$ cat src/rtl/core/bdq_pkg.sv
// Shared types and codes for the bounded deque queue.
// No dependencies; imported by the queue top level.
package bdq_pkg;

  typedef logic [1:0] mode_t;
  typedef logic [1:0] status_t;

  localparam mode_t MODE_APPEND = 2'd0;
  localparam mode_t MODE_PUSH   = 2'd1;
  localparam mode_t MODE_POP    = 2'd2;

  localparam status_t ST_OK    = 2'd0;
  localparam status_t ST_FULL  = 2'd1;
  localparam status_t ST_EMPTY = 2'd2;

  localparam int WORD_W  = 32;
  localparam int LIMIT_W = 5;
  localparam int COUNT_W = 5;

endpackage

$ cat src/rtl/core/bdq_ram.sv
// Generic single-write, single-read synchronous RAM with registered read data.
// No dependencies.
module bdq_ram #(
  parameter int WIDTH = 32,
  parameter int DEPTH = 16,
  localparam int AW = (DEPTH > 1) ? $clog2(DEPTH) : 1
) (
  input  logic             clk,
  input  logic             we,
  input  logic [AW-1:0]    waddr,
  input  logic [WIDTH-1:0] wdata,
  input  logic             re,
  input  logic [AW-1:0]    raddr,
  output logic [WIDTH-1:0] rdata
);

  logic [WIDTH-1:0] mem [DEPTH];

  always_ff @(posedge clk) begin
    if (we) begin
      mem[waddr] <= wdata;
    end
    if (re) begin
      rdata <= mem[raddr];
    end
  end

endmodule

$ cat src/rtl/core/bounded_deque_queue.sv
// Bounded double-ended word queue kept in a circular buffer RAM.
// An accepted item gives its result, marked by done, in the next cycle.
// Throughput: one item per cycle; busy stays low, since the single RAM read of a pop
// lands in the result cycle and is forwarded into the cached head word.
// The receiver cannot stall. Synchronous reset empties the queue and clears item_limit;
// the slot RAM itself is not cleared.
module bounded_deque_queue #(
  parameter int DEPTH = 16
) (
  input  logic                            clk,
  input  logic                            rst,
  input  logic                            cfg_valid,
  output logic                            cfg_ready,
  input  logic [bdq_pkg::LIMIT_W-1:0]     cfg_data,
  input  logic                            start,
  output logic                            busy,
  input  bdq_pkg::mode_t                  mode,
  input  logic [bdq_pkg::WORD_W-1:0]      item_in,
  output logic                            done,
  output bdq_pkg::status_t                status,
  output logic [bdq_pkg::WORD_W-1:0]      item_out,
  output logic [bdq_pkg::COUNT_W-1:0]     item_count,
  output logic                            head_valid,
  output logic [bdq_pkg::WORD_W-1:0]      head_item
);

  import bdq_pkg::*;

  localparam int AW   = (DEPTH > 1) ? $clog2(DEPTH) : 1;
  localparam int CW   = $clog2(DEPTH + 1);
  localparam int CMPW = (CW > LIMIT_W) ? CW : LIMIT_W;
  localparam logic [AW-1:0] LAST_IDX = AW'(DEPTH - 1);

  logic [LIMIT_W-1:0] item_limit;
  logic [AW-1:0]      head_idx, head_idx_next;
  logic [AW-1:0]      tail_idx, tail_idx_next;
  logic [CW-1:0]      count, count_next;
  logic [WORD_W-1:0]  head_word, head_word_next;
  logic               pop_pend, pop_pend_next;
  logic               accept;
  logic               full;
  logic [WORD_W-1:0]  eff_head;
  logic [AW-1:0]      head_inc, head_dec, tail_inc;
  logic [CMPW-1:0]    count_cmp, limit_cmp;
  logic [CW+COUNT_W-1:0] count_ext;

  logic               ram_we, ram_re;
  logic [AW-1:0]      ram_waddr, ram_raddr;
  logic [WORD_W-1:0]  ram_wdata, ram_rdata;

  status_t            res_status;
  logic [WORD_W-1:0]  res_out;

  bdq_ram #(
    .WIDTH(WORD_W),
    .DEPTH(DEPTH)
  ) u_slots (
    .clk  (clk),
    .we   (ram_we),
    .waddr(ram_waddr),
    .wdata(ram_wdata),
    .re   (ram_re),
    .raddr(ram_raddr),
    .rdata(ram_rdata)
  );

  assign cfg_ready = 1'b1;
  assign busy      = 1'b0;
  assign accept    = start && !busy;

  assign head_inc = (head_idx == LAST_IDX) ? '0 : head_idx + AW'(1);
  assign head_dec = (head_idx == '0) ? LAST_IDX : head_idx - AW'(1);
  assign tail_inc = (tail_idx == LAST_IDX) ? '0 : tail_idx + AW'(1);

  assign count_cmp = CMPW'(count);
  assign limit_cmp = CMPW'(item_limit);
  assign full = (count >= CW'(DEPTH)) ||
                ((item_limit != '0) && (count_cmp >= limit_cmp));

  // The RAM output carries the new head word in the cycle after a pop.
  assign eff_head = pop_pend ? ram_rdata : head_word;

  always_comb begin
    head_idx_next  = head_idx;
    tail_idx_next  = tail_idx;
    count_next     = count;
    head_word_next = eff_head;
    pop_pend_next  = 1'b0;
    ram_we         = 1'b0;
    ram_waddr      = tail_idx;
    ram_wdata      = item_in;
    ram_re         = 1'b0;
    ram_raddr      = head_inc;
    res_status     = ST_OK;
    res_out        = '0;
    if (accept) begin
      case (mode)
        MODE_APPEND: begin
          if (full) begin
            res_status = ST_FULL;
          end else begin
            ram_we        = 1'b1;
            ram_waddr     = tail_idx;
            tail_idx_next = tail_inc;
            count_next    = count + CW'(1);
            if (count == '0) begin
              head_word_next = item_in;
            end
          end
        end
        MODE_PUSH: begin
          if (full) begin
            res_status = ST_FULL;
          end else begin
            ram_we         = 1'b1;
            ram_waddr      = head_dec;
            head_idx_next  = head_dec;
            head_word_next = item_in;
            count_next     = count + CW'(1);
          end
        end
        MODE_POP: begin
          if (count == '0) begin
            res_status = ST_EMPTY;
          end else begin
            res_out       = eff_head;
            ram_re        = 1'b1;
            head_idx_next = head_inc;
            count_next    = count - CW'(1);
            pop_pend_next = 1'b1;
          end
        end
        default: begin
        end
      endcase
    end
  end

  always_ff @(posedge clk) begin
    if (rst) begin
      item_limit <= '0;
      head_idx   <= '0;
      tail_idx   <= '0;
      count      <= '0;
      pop_pend   <= 1'b0;
      done       <= 1'b0;
    end else begin
      if (cfg_valid && cfg_ready) begin
        item_limit <= cfg_data;
      end
      head_idx <= head_idx_next;
      tail_idx <= tail_idx_next;
      count    <= count_next;
      pop_pend <= pop_pend_next;
      done     <= accept;
    end
  end

  always_ff @(posedge clk) begin
    head_word <= head_word_next;
    if (accept) begin
      status   <= res_status;
      item_out <= res_out;
    end
  end

  assign count_ext  = {{COUNT_W{1'b0}}, count};
  assign item_count = count_ext[COUNT_W-1:0];
  assign head_valid = (count != '0);
  assign head_item  = head_valid ? eff_head : '0;

  a_done_follows: assert property (@(posedge clk) disable iff (rst)
    accept |=> done)
    else $error("result strobe missing after an accepted item");

  a_count_bound: assert property (@(posedge clk) disable iff (rst)
    count <= CW'(DEPTH))
    else $error("held count exceeds capacity");

  a_refused_keeps: assert property (@(posedge clk) disable iff (rst)
    (done && (status == ST_FULL || status == ST_EMPTY)) |-> $stable(count))
    else $error("refused operation changed the count");

endmodule
$ cat config.mk
export PLATFORM = sky130hd
export DESIGN_NAME = bounded_deque_queue
export DESIGN_NICKNAME = d
export VERILOG_FILES = /design/src/rtl/core/bdq_pkg.sv /design/src/rtl/core/bdq_ram.sv /design/src/rtl/core/bounded_deque_queue.sv
export SDC_FILE = /design/constraint.sdc
export NUM_CORES = 1
export LEC_CHECK = 0
export ABC_CLOCK_PERIOD_IN_PS = 10800
export BUFFER_PORTS_ARGS = -buffer_cell sky130_fd_sc_hd__buf_2
export CORE_ASPECT_RATIO = 0.8
export CORE_MARGIN = 2
export CORE_UTILIZATION = 35
export DETAILED_ROUTE_END_ITERATION = 8
export SETUP_SLACK_MARGIN = 0.1
export SYNTH_ARGS = -nofsm -noshare
export SYNTH_HDL_FRONTEND = slang
export SYNTH_SLANG_ARGS = --single-unit
$ cat constraint.sdc
create_clock -name clk -period 10.8 [get_ports clk]
set_clock_uncertainty 0.05 [all_clocks]
set_input_delay 0 -clock clk [delete_from_list [all_inputs] [get_ports clk]]
set_output_delay 0 -clock clk [all_outputs]
set_load 0.05 [all_outputs]
Yosys cells after proc, flatten, opt, wreduce, memory -nomap -nowiden
Memories as Yosys holds them, arrays and structs flattened. A register that Yosys moved wholly into a read port is not among the register bits.
Index checks and enable logic that the tools add are counted.
W data, S select, Z words.
- multiplexer cells: 30
- magnitude comparators: 2
- equality and inequality tests: 7
- bitwise gates (word level): 2
- reduce and logical (&&, ||, !) cells: 14
- add/subtract/negate cells: 5
- operators by type and width (operator ; number):
    $mux W32 ; 6
    $pmux W32 S2 ; 1
    $mux W4 ; 8
    $mux W5 ; 2
    $pmux W5 S2 ; 1
    $reduce_bool A5 Y1 ; 2
    $mux W1 ; 9
    $add A4 B1 Y4 const B ; 2
    $eq A4 B4 Y1 const B ; 2
    $pmux W4 S2 ; 1
    $reduce_and A4 Y1 ; 2
    $ne A2 B2 Y1 const B ; 3
    $add A5 B1 Y5 const B ; 1
    $ge A5 B5 Y1 ; 1
    $ge A5 B5 Y1 const B ; 1
    $logic_not A5 Y1 ; 1
    $sub A5 B1 Y5 const B ; 1
    $logic_not A4 Y1 ; 1
    $pmux W2 S2 ; 1
    $reduce_bool A2 Y1 ; 2
    $reduce_or A2 Y1 ; 2
    $sub A4 B1 Y4 const B ; 1
    $reduce_and A3 Y1 ; 1
    $eq A2 B1 Y1 const B ; 1
    6 further kinds ; 7
- output and inout bits: 75
- word-level logic and storage cells: 70
- input bits: 43
- bits in writable memories: 512
- memories: 1
- register bits: 86
- memories (name ; depth ; bits a word ; read ports ; clocked after memory_dff ; wr ports ; RTL line ; source):
    u_slots.mem ; 16 ; 32 ; 1 ; 1 ; 1 ; bdq_ram.sv:17 ; logic [WIDTH-1:0] mem [DEPTH];

Logic depth before layout (Yosys ltp)
- depth after elaboration: 8
- gate-level depth with buffers: 11
- depth with buffers taken out: 8

Modules after synthesis
Synthesis repeated with hierarchy kept, for this count alone.
- cells, all modules: 1249
- area total of the unflattened synthesis: 24155.7 sq um
- modules (own cells, without submodules) (module ; cells each ; times used ; sequential area each (sq um) ; area an instance (sq um)):
    bdq_ram ; 838 ; 1 ; 16335.7 ; 20155.6
    bounded_deque_queue ; 411 ; 1 ; 2062.0 ; 4000.1

Worst setup path after synthesis
OpenSTA, ideal clock, no wires.
- path type: flip-flop to flip-flop
- from: register count[0], in the netlist item_count[0]
- to: memory u_slots.mem[8][0] (enable)
- data arrival time: 4.455 ns
- required time: 10.289 ns
- slack: 5.834 ns
- path buffers: 1
- stages on the path, launching flop included: 9
- period minus slack after synthesis: 4.966 ns
- setup time: 0.461 ns
- cell sequence: dfxtp_1 inv_1 ha_1 nor2b_1 o211ai_1 a211o_1 clkbuf_1 mux2i_1 nor3_1
- cells in the longest elaborated chain, start to end: 8
- elaborated cells on any way between the ends: 12
- those cells by class: order compare (2); mux (8); reduce/logical (2)
- RTL lines (what ; RTL line ; source):
    from (decl) ; bounded_deque_queue.sv:37 ; logic [CW-1:0] count, count_next;
    from (signal assigned) ; bounded_deque_queue.sv:153 ; count <= count_next;
    $ge A5 B5 Y1 ; bounded_deque_queue.sv:78 ; ((item_limit != '0) && (count_cmp >= limit_cmp));
    $logic_and A1 B1 Y1 ; bounded_deque_queue.sv:78 ;
    $logic_or A1 B1 Y1 (*) ; bounded_deque_queue.sv:77 ; assign full = (count >= CW'(DEPTH)) ||
    $mux W1 ; bounded_deque_queue.sv:99, bounded_deque_queue.sv:112 ;
    $mux W1 ; - ;
    $mux W1 ; bounded_deque_queue.sv:96 ; if (accept) begin
    $mux W1 ; bdq_ram.sv:20 ; if (we) begin
    $mux W1 (not written as such) ; bdq_ram.sv:21 ; mem[waddr] <= wdata;
    to (decl) ; bdq_ram.sv:17 ;
Every way passes the cells marked *; elsewhere a longest branch is shown, timed or not.

Final worst setup path
- from: register head_idx[0]
- to: register u_slots.rdata[5], read port of u_slots.mem (data pin)
- cells in the longest elaborated chain, start to end: 2
- elaborated cells on any way between the ends: 3
- those cells by class: add/sub (1); eq/ne (1); mux (1)
- RTL lines (what ; RTL line ; source):
    from (decl) ; bounded_deque_queue.sv:35 ; logic [AW-1:0] head_idx, head_idx_next;
    from (signal assigned) ; bounded_deque_queue.sv:151 ; head_idx <= head_idx_next;
    $add A4 B1 Y4 or $eq A4 B4 Y1 (tied branches) ; bounded_deque_queue.sv:71 ; assign head_inc = (head_idx == LAST_IDX) ? '0 : head_idx + AW'(1);
    $mux W4 (*) ; bounded_deque_queue.sv:71 ;
    to (decl) ; bdq_ram.sv:14 ; output logic [WIDTH-1:0] rdata
Marks and branches as above.
A chain may end at the register's enable or synchronous reset.

==> flow_summary.json <==
{
  "gp_congestion": 0.7679,
  "clkSlewWorstSetupHoldPaths_ps": 70,
  "peakVddDrop_uv": 137.4,
  "status": "completed",
  "rrSetupSlack_ps": 6210,
  "grt_antenna_before_repair": 1,
  "cp.buffers_inverters": 2,
  "required_ps": 11120,
  "crit_path_frequent_cell": "buf_4",
  "htree_num_levels": 2,
  "max_freq_mhz": 218.1,
  "hold_class": "in -> reg",
  "vias": 12769,
  "die_w_um": 301.2,
  "ios": 118,
  "maxSlewViolCount": 0,
  "worstSkewPairLatency_ps": 620,
  "synth_cell_type_count": 64,
  "grt_pass1_wl_um": 86320,
  "start_util": 0.3522,
  "track_usage": 0.1589,
  "start_kind": "register",
  "tightest_slew_ps": 1327,
  "dr.pass1.iters": 5,
  "maxCapViolCount": 0,
  "period_minus_slack_ps": 4585,
  "gr-total-overflow": 0,
  "rsz0062_at_grt": "false",
  "synth-seq-area-share": 0.7441,
  "post-cts-setup-buffer-count": 0,
  "ys.flop_type": "edfxtp_1",
  "synth_edf_count": 578,
  "hold_ws_ps": 17.03,
  "postRouteAntennaNets": 0,
  "worst_setup_path_end_kind": "register",
  "drt_iter0_drc": 1040,
  "grt_pass1_vias": 13154,
  "wl_um": 57960,
  "critical_path_arrival_ps": 4910,
  "setup_slack_ps": 6215,
  "clock_sinks": 630,
  "rows": 87,
  "fin_util": 0.4138,
  "hold_viol": 0,
  "critPathTopFamily": "buffers and inverters",
  "yosys_warnings": 0,
  "post-synth-top-count-cell": "edfxtp_1",
  "clk_root_buffer_cell": "clkbuf_16",
  "critPathKind": "reg -> reg",
  "leakagePower_nw": 9.755,
  "maxSlewHeadroom": 0.1059,
  "synth.avg_cell_area_um2": 19.18,
  "cts_hold_buf": 50,
  "synth_cells": 1289,
  "syn_area_um2": 24720,
  "diodes": 0,
  "post-place-ws_ps": 6095,
  "routedWlPerCell_um": 23.60,
  "syn_nets": 1345,
  "cts_tree": "built",
  "final-setup-viol-count": 0,
  "hpwlAfterDp_um": 32030,
  "area_growth_pct": 17.52,
  "slowest_delay_ps": 880,
  "drive_above_1_share": 0.2674,
  "drc_errors": 0,
  "nets": 1525,
  "grt_max_degree": 66,
  "crit_fanout": 38,
  "ctsResizeCount": 0,
  "cp_slowest_cell": "a31oi_4",
  "port_buffers": 115,
  "period_share": 0.4246,
  "final.setup.tns_ps": 0,
  "synth_top_cells_by_area": "edfxtp_1 70%, mux4_2 11%, dfxtp_1 4.2%",
  "clockBufferDepth": 3,
  "power_density_nw_per_um2": 210.8,
  "yosys.area.top_type": "edfxtp_1",
  "synth_common_cells": "578 x edfxtp_1, 122 x mux4_2, 100 x nor2_1, 80 x mux2i_1, 52 x dfxtp_1",
  "design.core.area_um2": 70210,
  "ys_ff_latch": 630,
  "ys_async_sr_fraction": 0,
  "path_cells": "ha_1 > a31oi_4 > buf_4 > buf_4 > mux4_2 > a22o_1 > a221o_1",
  "vias_per_cell": 5.199,
  "yosys.area.top_type_share": 0.7020,
  "fp.dieH_um": 241.7,
  "die_area_um2": 72800,
  "cts_buffers": 61
}
## kinds of logic (layout without fill, tap and decap cells)
logic type                 Yosys count  after routing  synth area share
other                                2              2         0.0003037
adders and majority gates           13             13          0.006882
xor gates and xnor gates             5              5          0.002075
muxes                              208            208            0.1462
and+or+nand+nor                    172            172           0.03213
DFF                                630            630            0.7441
AOI/OAI and AO/OA                  132            132           0.04327
buffers and inverters              127            360           0.02500
## flip-flops by register name, summed over array words and instances, names as in the netlist
name           cells
u_slots.mem      512
head_word         32
item_out          32
u_slots.rdata     32
item_count         5
item_limit         5
head_idx           4
tail_idx           4
status             2
done               1
pop_pend           1
## worst paths after layout
path / from / endpoint / depth (start not counted)
worst min-delay path: start / item_out[27] / 2
worst max register to register: head_idx[0] / u_slots.rdata[5] / 7
worst min register to register: head_word[22] / head_word[22] / 2
worst max-delay path: head_idx[0] / u_slots.rdata[5] / 7
## worst register-to-register path, stage by stage (launching register included)
cell and delay (ps):
dfxtp_1 410, ha_1 370, a31oi_4 880, buf_4 700, buf_4 780, mux4_2 630
a22o_1 260, a221o_1 260
## layout by cell type, fill, tap and decap left out, drive strengths merged, types with 4 or more instances in the layout
cell,netlist,final
nor3,13,13
clkbuf,32,81
o21a,4,4
a21oi,15,15
nor4,4,4
and3,4,4
inv,49,50
mux4,122,122
mux2i,80,80
nand2,17,17
mux2,6,6
nor3b,4,4
o21ai,16,16
clkinv,0,23
buf,46,145
a22o,29,29
dlygate4sd3,0,50
ha,12,12
dfxtp,52,52
edfxtp,578,578
a211oi,7,7
nor2b,7,7
a31oi,4,4
a221o,30,30
o31ai,4,4
nor2,102,102
bufinv,0,8
nand3,6,6
## final cells by class
| cell class | instances | area, um^2 |
|---|---|---|
| flip-flops and latches | 630 | 18400 |
| repair buffers | 195 | 1321 |
| fillers | 6234 | 41150 |
| inverters | 49 | 183.9 |
| clock buffers | 81 | 1704 |
| well taps | 934 | 1169 |
| multi-input cells | 532 | 5891 |
| clock inverters | 35 | 389.1 |
## where the power goes
| group | leakage [nW] | total [mW] | switching [mW] | internal, mW |
|---|---|---|---|---|
| clock | 1.02 | 2.21 | 0.914 | 1.30 |
| sequential | 5.68 | 2.83 | 0.0389 | 2.79 |
| combinational | 3.05 | 1.08 | 0.719 | 0.363 |
| total | 9.75 | 6.13 | 1.67 | 4.45 |
## through the flow
step                instance area [um^2]  std cells  power (mW)
CTS                                29030       2455       6.185
global route                       29060       2456       6.352
finish                             29060       2456       6.126
global placement                   26440       2289       3.939
floorplan                          24730       1289       3.652
detailed placement                 26440       2289       3.959
## routing by layer
layer,vias up,GRT usage,part of all wire
li1,5564,-,-
met1,6713,0.2292,0.46
met2,419,0.2535,0.48
met3,73,0.02606,0.054
met4,0,0.03424,0.015
met5,-,0,0
(Power assumes the default switching activity.)
